--- src/rtl/core/lkmc_pkg.sv ---
// Shared types and constants of the key membership cache.
package lkmc_pkg;

  localparam int MODE_W = 2;
  localparam int WORD_W = 64;
  localparam int KEY_W  = 4 * WORD_W;
  localparam int CFG_W  = 5;
  localparam int OCC_W  = 5;

  localparam logic [CFG_W-1:0] CAP_RESET = 5'd16;

  typedef enum logic [MODE_W-1:0] {
    MODE_PROBE = 2'd0,
    MODE_TOUCH = 2'd1,
    MODE_CLEAR = 2'd2
  } lkmc_mode_e;

  typedef enum logic [1:0] {
    ST_IDLE,
    ST_LOOKUP,
    ST_UPDATE,
    ST_RESP
  } lkmc_state_e;

  typedef enum logic [1:0] {
    OP_NONE,
    OP_CLEAR,
    OP_PROMOTE,
    OP_INSERT
  } lkmc_op_e;

  typedef struct packed {
    logic     load;
    logic     lookup;
    logic     update;
    lkmc_op_e op;
  } lkmc_cmd_t;

  typedef struct packed {
    lkmc_mode_e mode;
    logic       cap_zero;
    logic       hit;
  } lkmc_status_t;

endpackage

--- src/rtl/core/lkmc_ctrl.sv ---
// Controller state machine: sequences load, lookup, update and response.
module lkmc_ctrl (
  input  logic                   clk_i,
  input  logic                   rst_ni,
  input  logic                   req_valid_i,
  output logic                   req_ready_o,
  output logic                   rsp_valid_o,
  input  logic                   rsp_ready_i,
  input  lkmc_pkg::lkmc_status_t status_i,
  output lkmc_pkg::lkmc_cmd_t    cmd_o
);

  lkmc_pkg::lkmc_state_e state_q, state_d;
  lkmc_pkg::lkmc_op_e    op;

  always_ff @(posedge clk_i or negedge rst_ni) begin
    if (!rst_ni) begin
      state_q <= lkmc_pkg::ST_IDLE;
    end else begin
      state_q <= state_d;
    end
  end

  always_comb begin
    state_d = state_q;
    unique case (state_q)
      lkmc_pkg::ST_IDLE: begin
        if (req_valid_i) begin
          state_d = lkmc_pkg::ST_LOOKUP;
        end
      end
      lkmc_pkg::ST_LOOKUP: state_d = lkmc_pkg::ST_UPDATE;
      lkmc_pkg::ST_UPDATE: state_d = lkmc_pkg::ST_RESP;
      lkmc_pkg::ST_RESP: begin
        if (rsp_ready_i) begin
          state_d = lkmc_pkg::ST_IDLE;
        end
      end
      default: state_d = lkmc_pkg::ST_IDLE;
    endcase
  end

  always_comb begin
    op = lkmc_pkg::OP_NONE;
    unique case (status_i.mode) inside
      lkmc_pkg::MODE_CLEAR: op = lkmc_pkg::OP_CLEAR;
      lkmc_pkg::MODE_PROBE, lkmc_pkg::MODE_TOUCH: begin
        if (!status_i.cap_zero) begin
          if (status_i.hit) begin
            op = lkmc_pkg::OP_PROMOTE;
          end else if (status_i.mode == lkmc_pkg::MODE_TOUCH) begin
            op = lkmc_pkg::OP_INSERT;
          end
        end
      end
      default: op = lkmc_pkg::OP_NONE;
    endcase
  end

  always_comb begin
    req_ready_o   = 1'b0;
    rsp_valid_o   = 1'b0;
    cmd_o.load    = 1'b0;
    cmd_o.lookup  = 1'b0;
    cmd_o.update  = 1'b0;
    cmd_o.op      = lkmc_pkg::OP_NONE;
    unique case (state_q)
      lkmc_pkg::ST_IDLE: begin
        req_ready_o = 1'b1;
        cmd_o.load  = req_valid_i;
      end
      lkmc_pkg::ST_LOOKUP: cmd_o.lookup = 1'b1;
      lkmc_pkg::ST_UPDATE: begin
        cmd_o.update = 1'b1;
        cmd_o.op     = op;
      end
      lkmc_pkg::ST_RESP: rsp_valid_o = 1'b1;
      default: ;
    endcase
  end

endmodule

--- config.mk ---
export PLATFORM = sky130hd
export DESIGN_NAME = lkmc_ctrl
export DESIGN_NICKNAME = d
export VERILOG_FILES = /design/src/rtl/core/lkmc_pkg.sv /design/src/rtl/core/lkmc_ctrl.sv
export SDC_FILE = /design/constraint.sdc
export NUM_CORES = 1
export LEC_CHECK = 0
export ABC_CLOCK_PERIOD_IN_PS = 2590
export BUFFER_PORTS_ARGS = -buffer_cell sky130_fd_sc_hd__buf_2
export CAP_MARGIN = 10
export CORE_AREA = 4 4 41 43
export DETAILED_ROUTE_END_ITERATION = 8
export DIE_AREA = 0 0 45 47
export HOLD_SLACK_MARGIN = 0.06
export PLACE_DENSITY_LB_ADDON = 0.08
export SLEW_MARGIN = 20
export SYNTH_ARGS = -nofsm -noshare
export SYNTH_HDL_FRONTEND = slang
export SYNTH_SLANG_ARGS = --single-unit
--- constraint.sdc ---
create_clock -name clk_i -period 2.59 [get_ports clk_i]
set_input_delay 0.518 -clock clk_i [delete_from_list [all_inputs] [get_ports clk_i]]
set_output_delay 0.518 -clock clk_i [all_outputs]
set_load 0.01 [all_outputs]
After elaboration in Yosys (flattened, before gate mapping)
Index checks and enable logic that the tools add are counted.

Bits in registers: 2. Output and inout bits: 7. Bits of input ports: 8.

Equal/unequal tests: 7. Reductions and logical operators: 4. Muxes and demuxes: 12.

Operators with widths (count): 2-bit two-way mux (5); 2-bit one-hot mux with 4 select lines (1); 2-bit equality test, second input constant (3); 2-bit by 1-bit equality test with 1-bit output, second input constant (2); 2-bit zero test (2); 1-bit two-way mux (4); 2-bit != test, second input constant (2); 2-bit one-hot mux with 2 select lines (1); 3-bit two-way mux (1); 2-bit AND reduction (1); 2-bit OR reduction (1).

Longest topological paths before layout
Depth in word-level cells: 6. Mapped depth: 4.

Worst setup path before layout
No wires, ideal clock.

Path type: register to output. From: reg state_q[0]. To: out cmd_o[1] (netlist name). Slack: 0.918 ns. Arrival time: 1.154 ns. Required time: 2.072 ns. Path buffers: 0. Stages on the path, launching flop included: 4. Cell sequence: dfrtp_1 -> inv_1 -> ha_1 -> nor4b_1.

RTL lines: start, declared (line lkmc_ctrl.sv:13) `lkmc_pkg::lkmc_state_e state_q, state_d;`; start signal, assigned (line lkmc_ctrl.sv:18) `state_q <= lkmc_pkg::ST_IDLE;`; start signal, assigned (line lkmc_ctrl.sv:20) `state_q <= state_d;`; end, declared (line lkmc_ctrl.sv:10) `output lkmc_pkg::lkmc_cmd_t cmd_o`.

==> impl_results.html <==
<table>
<tr><th>Metric</th><th>Value</th></tr>
<tr><th colspan="2">Final layout</th></tr>
<tr><td>N_diodes</td><td>0</td></tr>
<tr><td>Final non-filler cell area</td><td>323 um^2</td></tr>
<tr><td>Net count of the finished layout</td><td>51</td></tr>
<tr><td>Largest registers ranked by flip-flop count</td><td>state_q (2)</td></tr>
<tr><td>Cell Count, Final, Fillers Out</td><td>52</td></tr>
<tr><td>Fraction of final layout cells with drive strength greater than 1</td><td>56.8%</td></tr>
<tr><td>Growth of design area from synthesis to finish</td><td>60.2%</td></tr>
<tr><td>Fill count</td><td>156</td></tr>
<tr><td>Core occupancy in the finished layout</td><td>24.8%</td></tr>
<tr><td>Number of flip-flops under the largest register name</td><td>2</td></tr>
<tr><td>Largest register by flop count</td><td>state_q</td></tr>
<tr><th colspan="2">Setup path</th></tr>
<tr><td>Logic depth of the worst register-to-register path</td><td>4</td></tr>
<tr><td>Critical path startpoint category</td><td>flip-flop</td></tr>
<tr><td>Crit-path max FO</td><td>4</td></tr>
<tr><td>Nature of the critical path endpoint</td><td>output pin</td></tr>
<tr><td>Required time of the critical path</td><td>2.07 ns</td></tr>
<tr><td>Register-to-Register Setup Slack</td><td>1.27 ns</td></tr>
<tr><td>Destination of the worst register-to-register timing path</td><td>state_q[1]</td></tr>
<tr><td>Arrival time of data at the critical path endpoint</td><td>1.36 ns</td></tr>
<tr><td>R2R Path Start</td><td>state_q[0]</td></tr>
<tr><td>Kind of critical path</td><td>flip-flop to output pin</td></tr>
<tr><th colspan="2">Yosys</th></tr>
<tr><td>Part of the Yosys area used for sequential elements</td><td>24.8%</td></tr>
<tr><td>Synth warnings</td><td>0</td></tr>
<tr><td>Post-synthesis share of cell area spent on and, or, nand and nor gates</td><td>23.6%</td></tr>
<tr><td>Area share of xor/xnor cells in the synthesized design</td><td>0%</td></tr>
<tr><td>Adder-cell share of the synthesized area</td><td>24.8%</td></tr>
<tr><td>Synthesized area divided by synthesized cell count</td><td>10.6 um^2</td></tr>
<tr><td>Portion of netlist area occupied by mux cells</td><td>7.45%</td></tr>
<tr><td>Post-synth cell types</td><td>12</td></tr>
<tr><td>Share of the synthesized area in compound gates (AO/OA/AOI/OAI)</td><td>13.7%</td></tr>
<tr><td>Post-Synthesis Net Count</td><td>31</td></tr>
<tr><td>Synthesized instance count</td><td>19</td></tr>
<tr><td>Total standard cell area after synthesis</td><td>201 um^2</td></tr>
<tr><td>FF+latch count, synth</td><td>2</td></tr>
<tr><td>Largest family of logic cells by synthesized area</td><td>adder cells</td></tr>
<tr><th colspan="2">CTS</th></tr>
<tr><td>Number of buffers inserted during clock tree synthesis</td><td>3</td></tr>
<tr><td>Insertion delay of the later-clocked pin in the worst-skew pair</td><td>0.22 ns</td></tr>
<tr><td>Number of buffers on the longest clock path</td><td>2</td></tr>
<tr><td>CTS tree</td><td>built</td></tr>
<tr><td>Quantity of gates resized following cts</td><td>0</td></tr>
<tr><td>Clock Pin Slew Worst Setup and Hold Paths</td><td>0.03 ns</td></tr>
<tr><td>Depth of the CTS H-tree</td><td>1</td></tr>
<tr><td>Sink Count</td><td>2</td></tr>
<tr><td>Root buffer selected by CTS</td><td>clkbuf_4</td></tr>
<tr><th colspan="2">Detailed routing</th></tr>
<tr><td>DRC viols</td><td>0</td></tr>
<tr><td>Iteration-0 DRC count of the detailed router</td><td>0</td></tr>
<tr><td>Via/cell ratio</td><td>3.81</td></tr>
<tr><td>Routed wire length</td><td>509 um</td></tr>
<tr><td>Per-cell routed wire length</td><td>9.79 um</td></tr>
<tr><td>Via count of the routed design</td><td>198</td></tr>
<tr><td>Length of the first detailed-routing pass in iterations</td><td>1</td></tr>
<tr><td>Post-route ant nets</td><td>0</td></tr>
<tr><th colspan="2">Floorplan</th></tr>
<tr><td>Initial cell density of the core</td><td>15.5%</td></tr>
<tr><td>Die span in y</td><td>47 um</td></tr>
<tr><td>Rows</td><td>13</td></tr>
<tr><td>Die area</td><td>2120 um^2</td></tr>
<tr><td>Area of the placeable core</td><td>1300 um^2</td></tr>
<tr><td>Chip width</td><td>45 um</td></tr>
<tr><td>Ports</td><td>15</td></tr>
<tr><th colspan="2">Timing</th></tr>
<tr><td>Total negative setup slack</td><td>0 ns</td></tr>
<tr><td>Final clock skew</td><td>0.000578 ns</td></tr>
<tr><td>Final period util</td><td>72.5%</td></tr>
<tr><td>Final Max Slew Viols</td><td>0</td></tr>
<tr><td>Final number of setup-violating endpoints</td><td>0</td></tr>
<tr><td>Slew @ Worst Pin</td><td>0.252 ns</td></tr>
<tr><td>Minimum clock period after layout</td><td>1.88 ns</td></tr>
<tr><td>Setup repair after global routing missed its margin</td><td>false</td></tr>
<tr><td>Max Clock Freq</td><td>0.533 GHz</td></tr>
<tr><td>Final count of hold timing violations</td><td>0</td></tr>
<tr><td>Slew Limit Headroom</td><td>83.0%</td></tr>
<tr><th colspan="2">Power and ir drop</th></tr>
<tr><td>Fraction of power consumed by sequential logic</td><td>19.7%</td></tr>
<tr><td>Power per Cell Area</td><td>1050 nW/um^2</td></tr>
<tr><td>Switching power</td><td>0.000128 W</td></tr>
<tr><td>Fraction of power spent switching nets</td><td>37.6%</td></tr>
<tr><td>Part of the total power dissipated in the clock network</td><td>20.0%</td></tr>
<tr><td>Worst IR drop on VDD</td><td>0.000421 V</td></tr>
<tr><td>Internal Dissipation</td><td>0.000212 W</td></tr>
<tr><td>Relative contribution of combinational cells to total power</td><td>60.2%</td></tr>
<tr><td>Leakage</td><td>0.180 nW</td></tr>
<tr><th colspan="2">Global route</th></tr>
<tr><td>Largest net degree at the start of global routing</td><td>5</td></tr>
<tr><td>Via count of the first global-routing pass</td><td>203</td></tr>
<tr><td>Overall fraction of global-route tracks in use</td><td>5.06%</td></tr>
<tr><td>Number of antenna violations at the first check in global routing</td><td>0</td></tr>
<tr><td>Final global-route overflow total</td><td>0</td></tr>
<tr><td>First-pass GRT wire length</td><td>710 um</td></tr>
<tr><th colspan="2">Min path</th></tr>
<tr><td>Hold path startpoint</td><td>state_q[0]</td></tr>
<tr><td>Terminating pin of the worst hold path</td><td>state_q[0]</td></tr>
<tr><td>Worst hold-check path type</td><td>flip-flop to flip-flop</td></tr>
<tr><td>Worst hold path cell count</td><td>1</td></tr>
<tr><th colspan="2">Outcome</th></tr>
<tr><td>Run status</td><td>finished, final reports clean</td></tr>
<tr><th colspan="2">Placed design</th></tr>
<tr><td>Half-perimeter wire length after placement</td><td>415 um</td></tr>
<tr><td>Dpl cells</td><td>48</td></tr>
<tr><td>Port Buffers</td><td>14</td></tr>
<tr><td>Total placed instance area</td><td>290 um^2</td></tr>
<tr><td>Routability cong.</td><td>0.625</td></tr>
<tr><th colspan="2">Flow run</th></tr>
<tr><td>Number of max-cap violations</td><td>0</td></tr>
</table>
==> stage by stage <==
stage | hold WS [ns] | total power, W | worst slack [ns]
after floorplan | 0.222 | 0.000213 | 0.918
after global placement | 0.302 | 0.000278 | 0.900
after detailed placement | 0.303 | 0.000275 | 0.860
after CTS | 0.572 | 0.000353 | 0.686
after global routing | 0.588 | 0.000375 | 0.654
final | 0.567 | 0.000340 | 0.713
==> final cells by class <==
class	instances	area [um^2]	share of cell area, %
timing repair buffer	15	80.1	24.8
clock buffer	3	22.5	6.98
tap	15	18.8	5.81
sequential	2	50.0	15.5
inverter	3	11.3	3.49
multi-input combinational	14	140	43.4
==> layer usage <==
layer	wire length [um]	track usage [%]	vias up
met5	0	0	-
met4	0	7.02	0
met3	77	1.92	0
met2	249	7.91	10
met1	181	4.32	87
li1	-	-	101
==> synthesized netlist by cell type, drive strengths merged <==
cell type	instances	area share, %
and2	1	3.1
mux2	1	7.5
inv	3	5.6
o21a	1	3.7
nor2b	2	9.9
o32a	1	5.6
ha	4	25
a21oi	1	4.3
nor2	1	1.9
dfrtp	2	25
nor4b	2	8.7
==> worst max-delay path by stage <==
stage,from,endpoint,cells past startpoint
global placement,status_i[3],cmd_o[0],4
detailed placement,status_i[3],cmd_o[0],4
finish,state_q[0],cmd_o[1],4
floorplan,state_q[0],cmd_o[1],3
global route,state_q[0],cmd_o[1],4
CTS,state_q[0],cmd_o[1],4
==> cells in the final DEF (no fill, tap or decap), drive strengths merged <==
| cell type | synthesis | routed |
|---|---|---|
| a21oi | 1 | 1 |
| and2 | 1 | 1 |
| buf | 0 | 14 |
| clkbuf | 0 | 3 |
| dfrtp | 2 | 2 |
| dlygate4sd3 | 0 | 1 |
| ha | 4 | 4 |
| inv | 3 | 3 |
| mux2 | 1 | 1 |
| nor2 | 1 | 1 |
| nor2b | 2 | 2 |
| nor4b | 2 | 2 |
| o21a | 1 | 1 |
| o32a | 1 | 1 |
==> worst max-delay path, stage by stage, from the launching register on <==
cell and delay (ns):
dfrtp_1 0.40, inv_1 0.09, ha_1 0.21, nor4b_1 0.25, buf_2 0.18
==> kinds of logic after synthesis <==
group	count (synthesis)
flops	2
simple gates	6
compound gates	3
fa+ha+maj	4
buf+inv	3
mux	1
==> what timing repair did <==
action,in CTS,in global routing
setup buffers,0,0
hold buffers,1,0
endpoints found under the hold margin,2,0
==> power groups by stage <==
| stage | clock network [W] | logic, W | registers (W) |
|---|---|---|---|
| after floorplan | 0 | 0.000150 | 0.0000634 |
| after CTS | 0.0000752 | 0.000210 | 0.0000675 |
| final | 0.0000682 | 0.000205 | 0.0000672 |
| after global placement | 0 | 0.000209 | 0.0000687 |
| after detailed placement | 0 | 0.000207 | 0.0000676 |
| after global routing | 0.0000769 | 0.000228 | 0.0000697 |
Note: power is estimated with default switching activity, not from simulation.
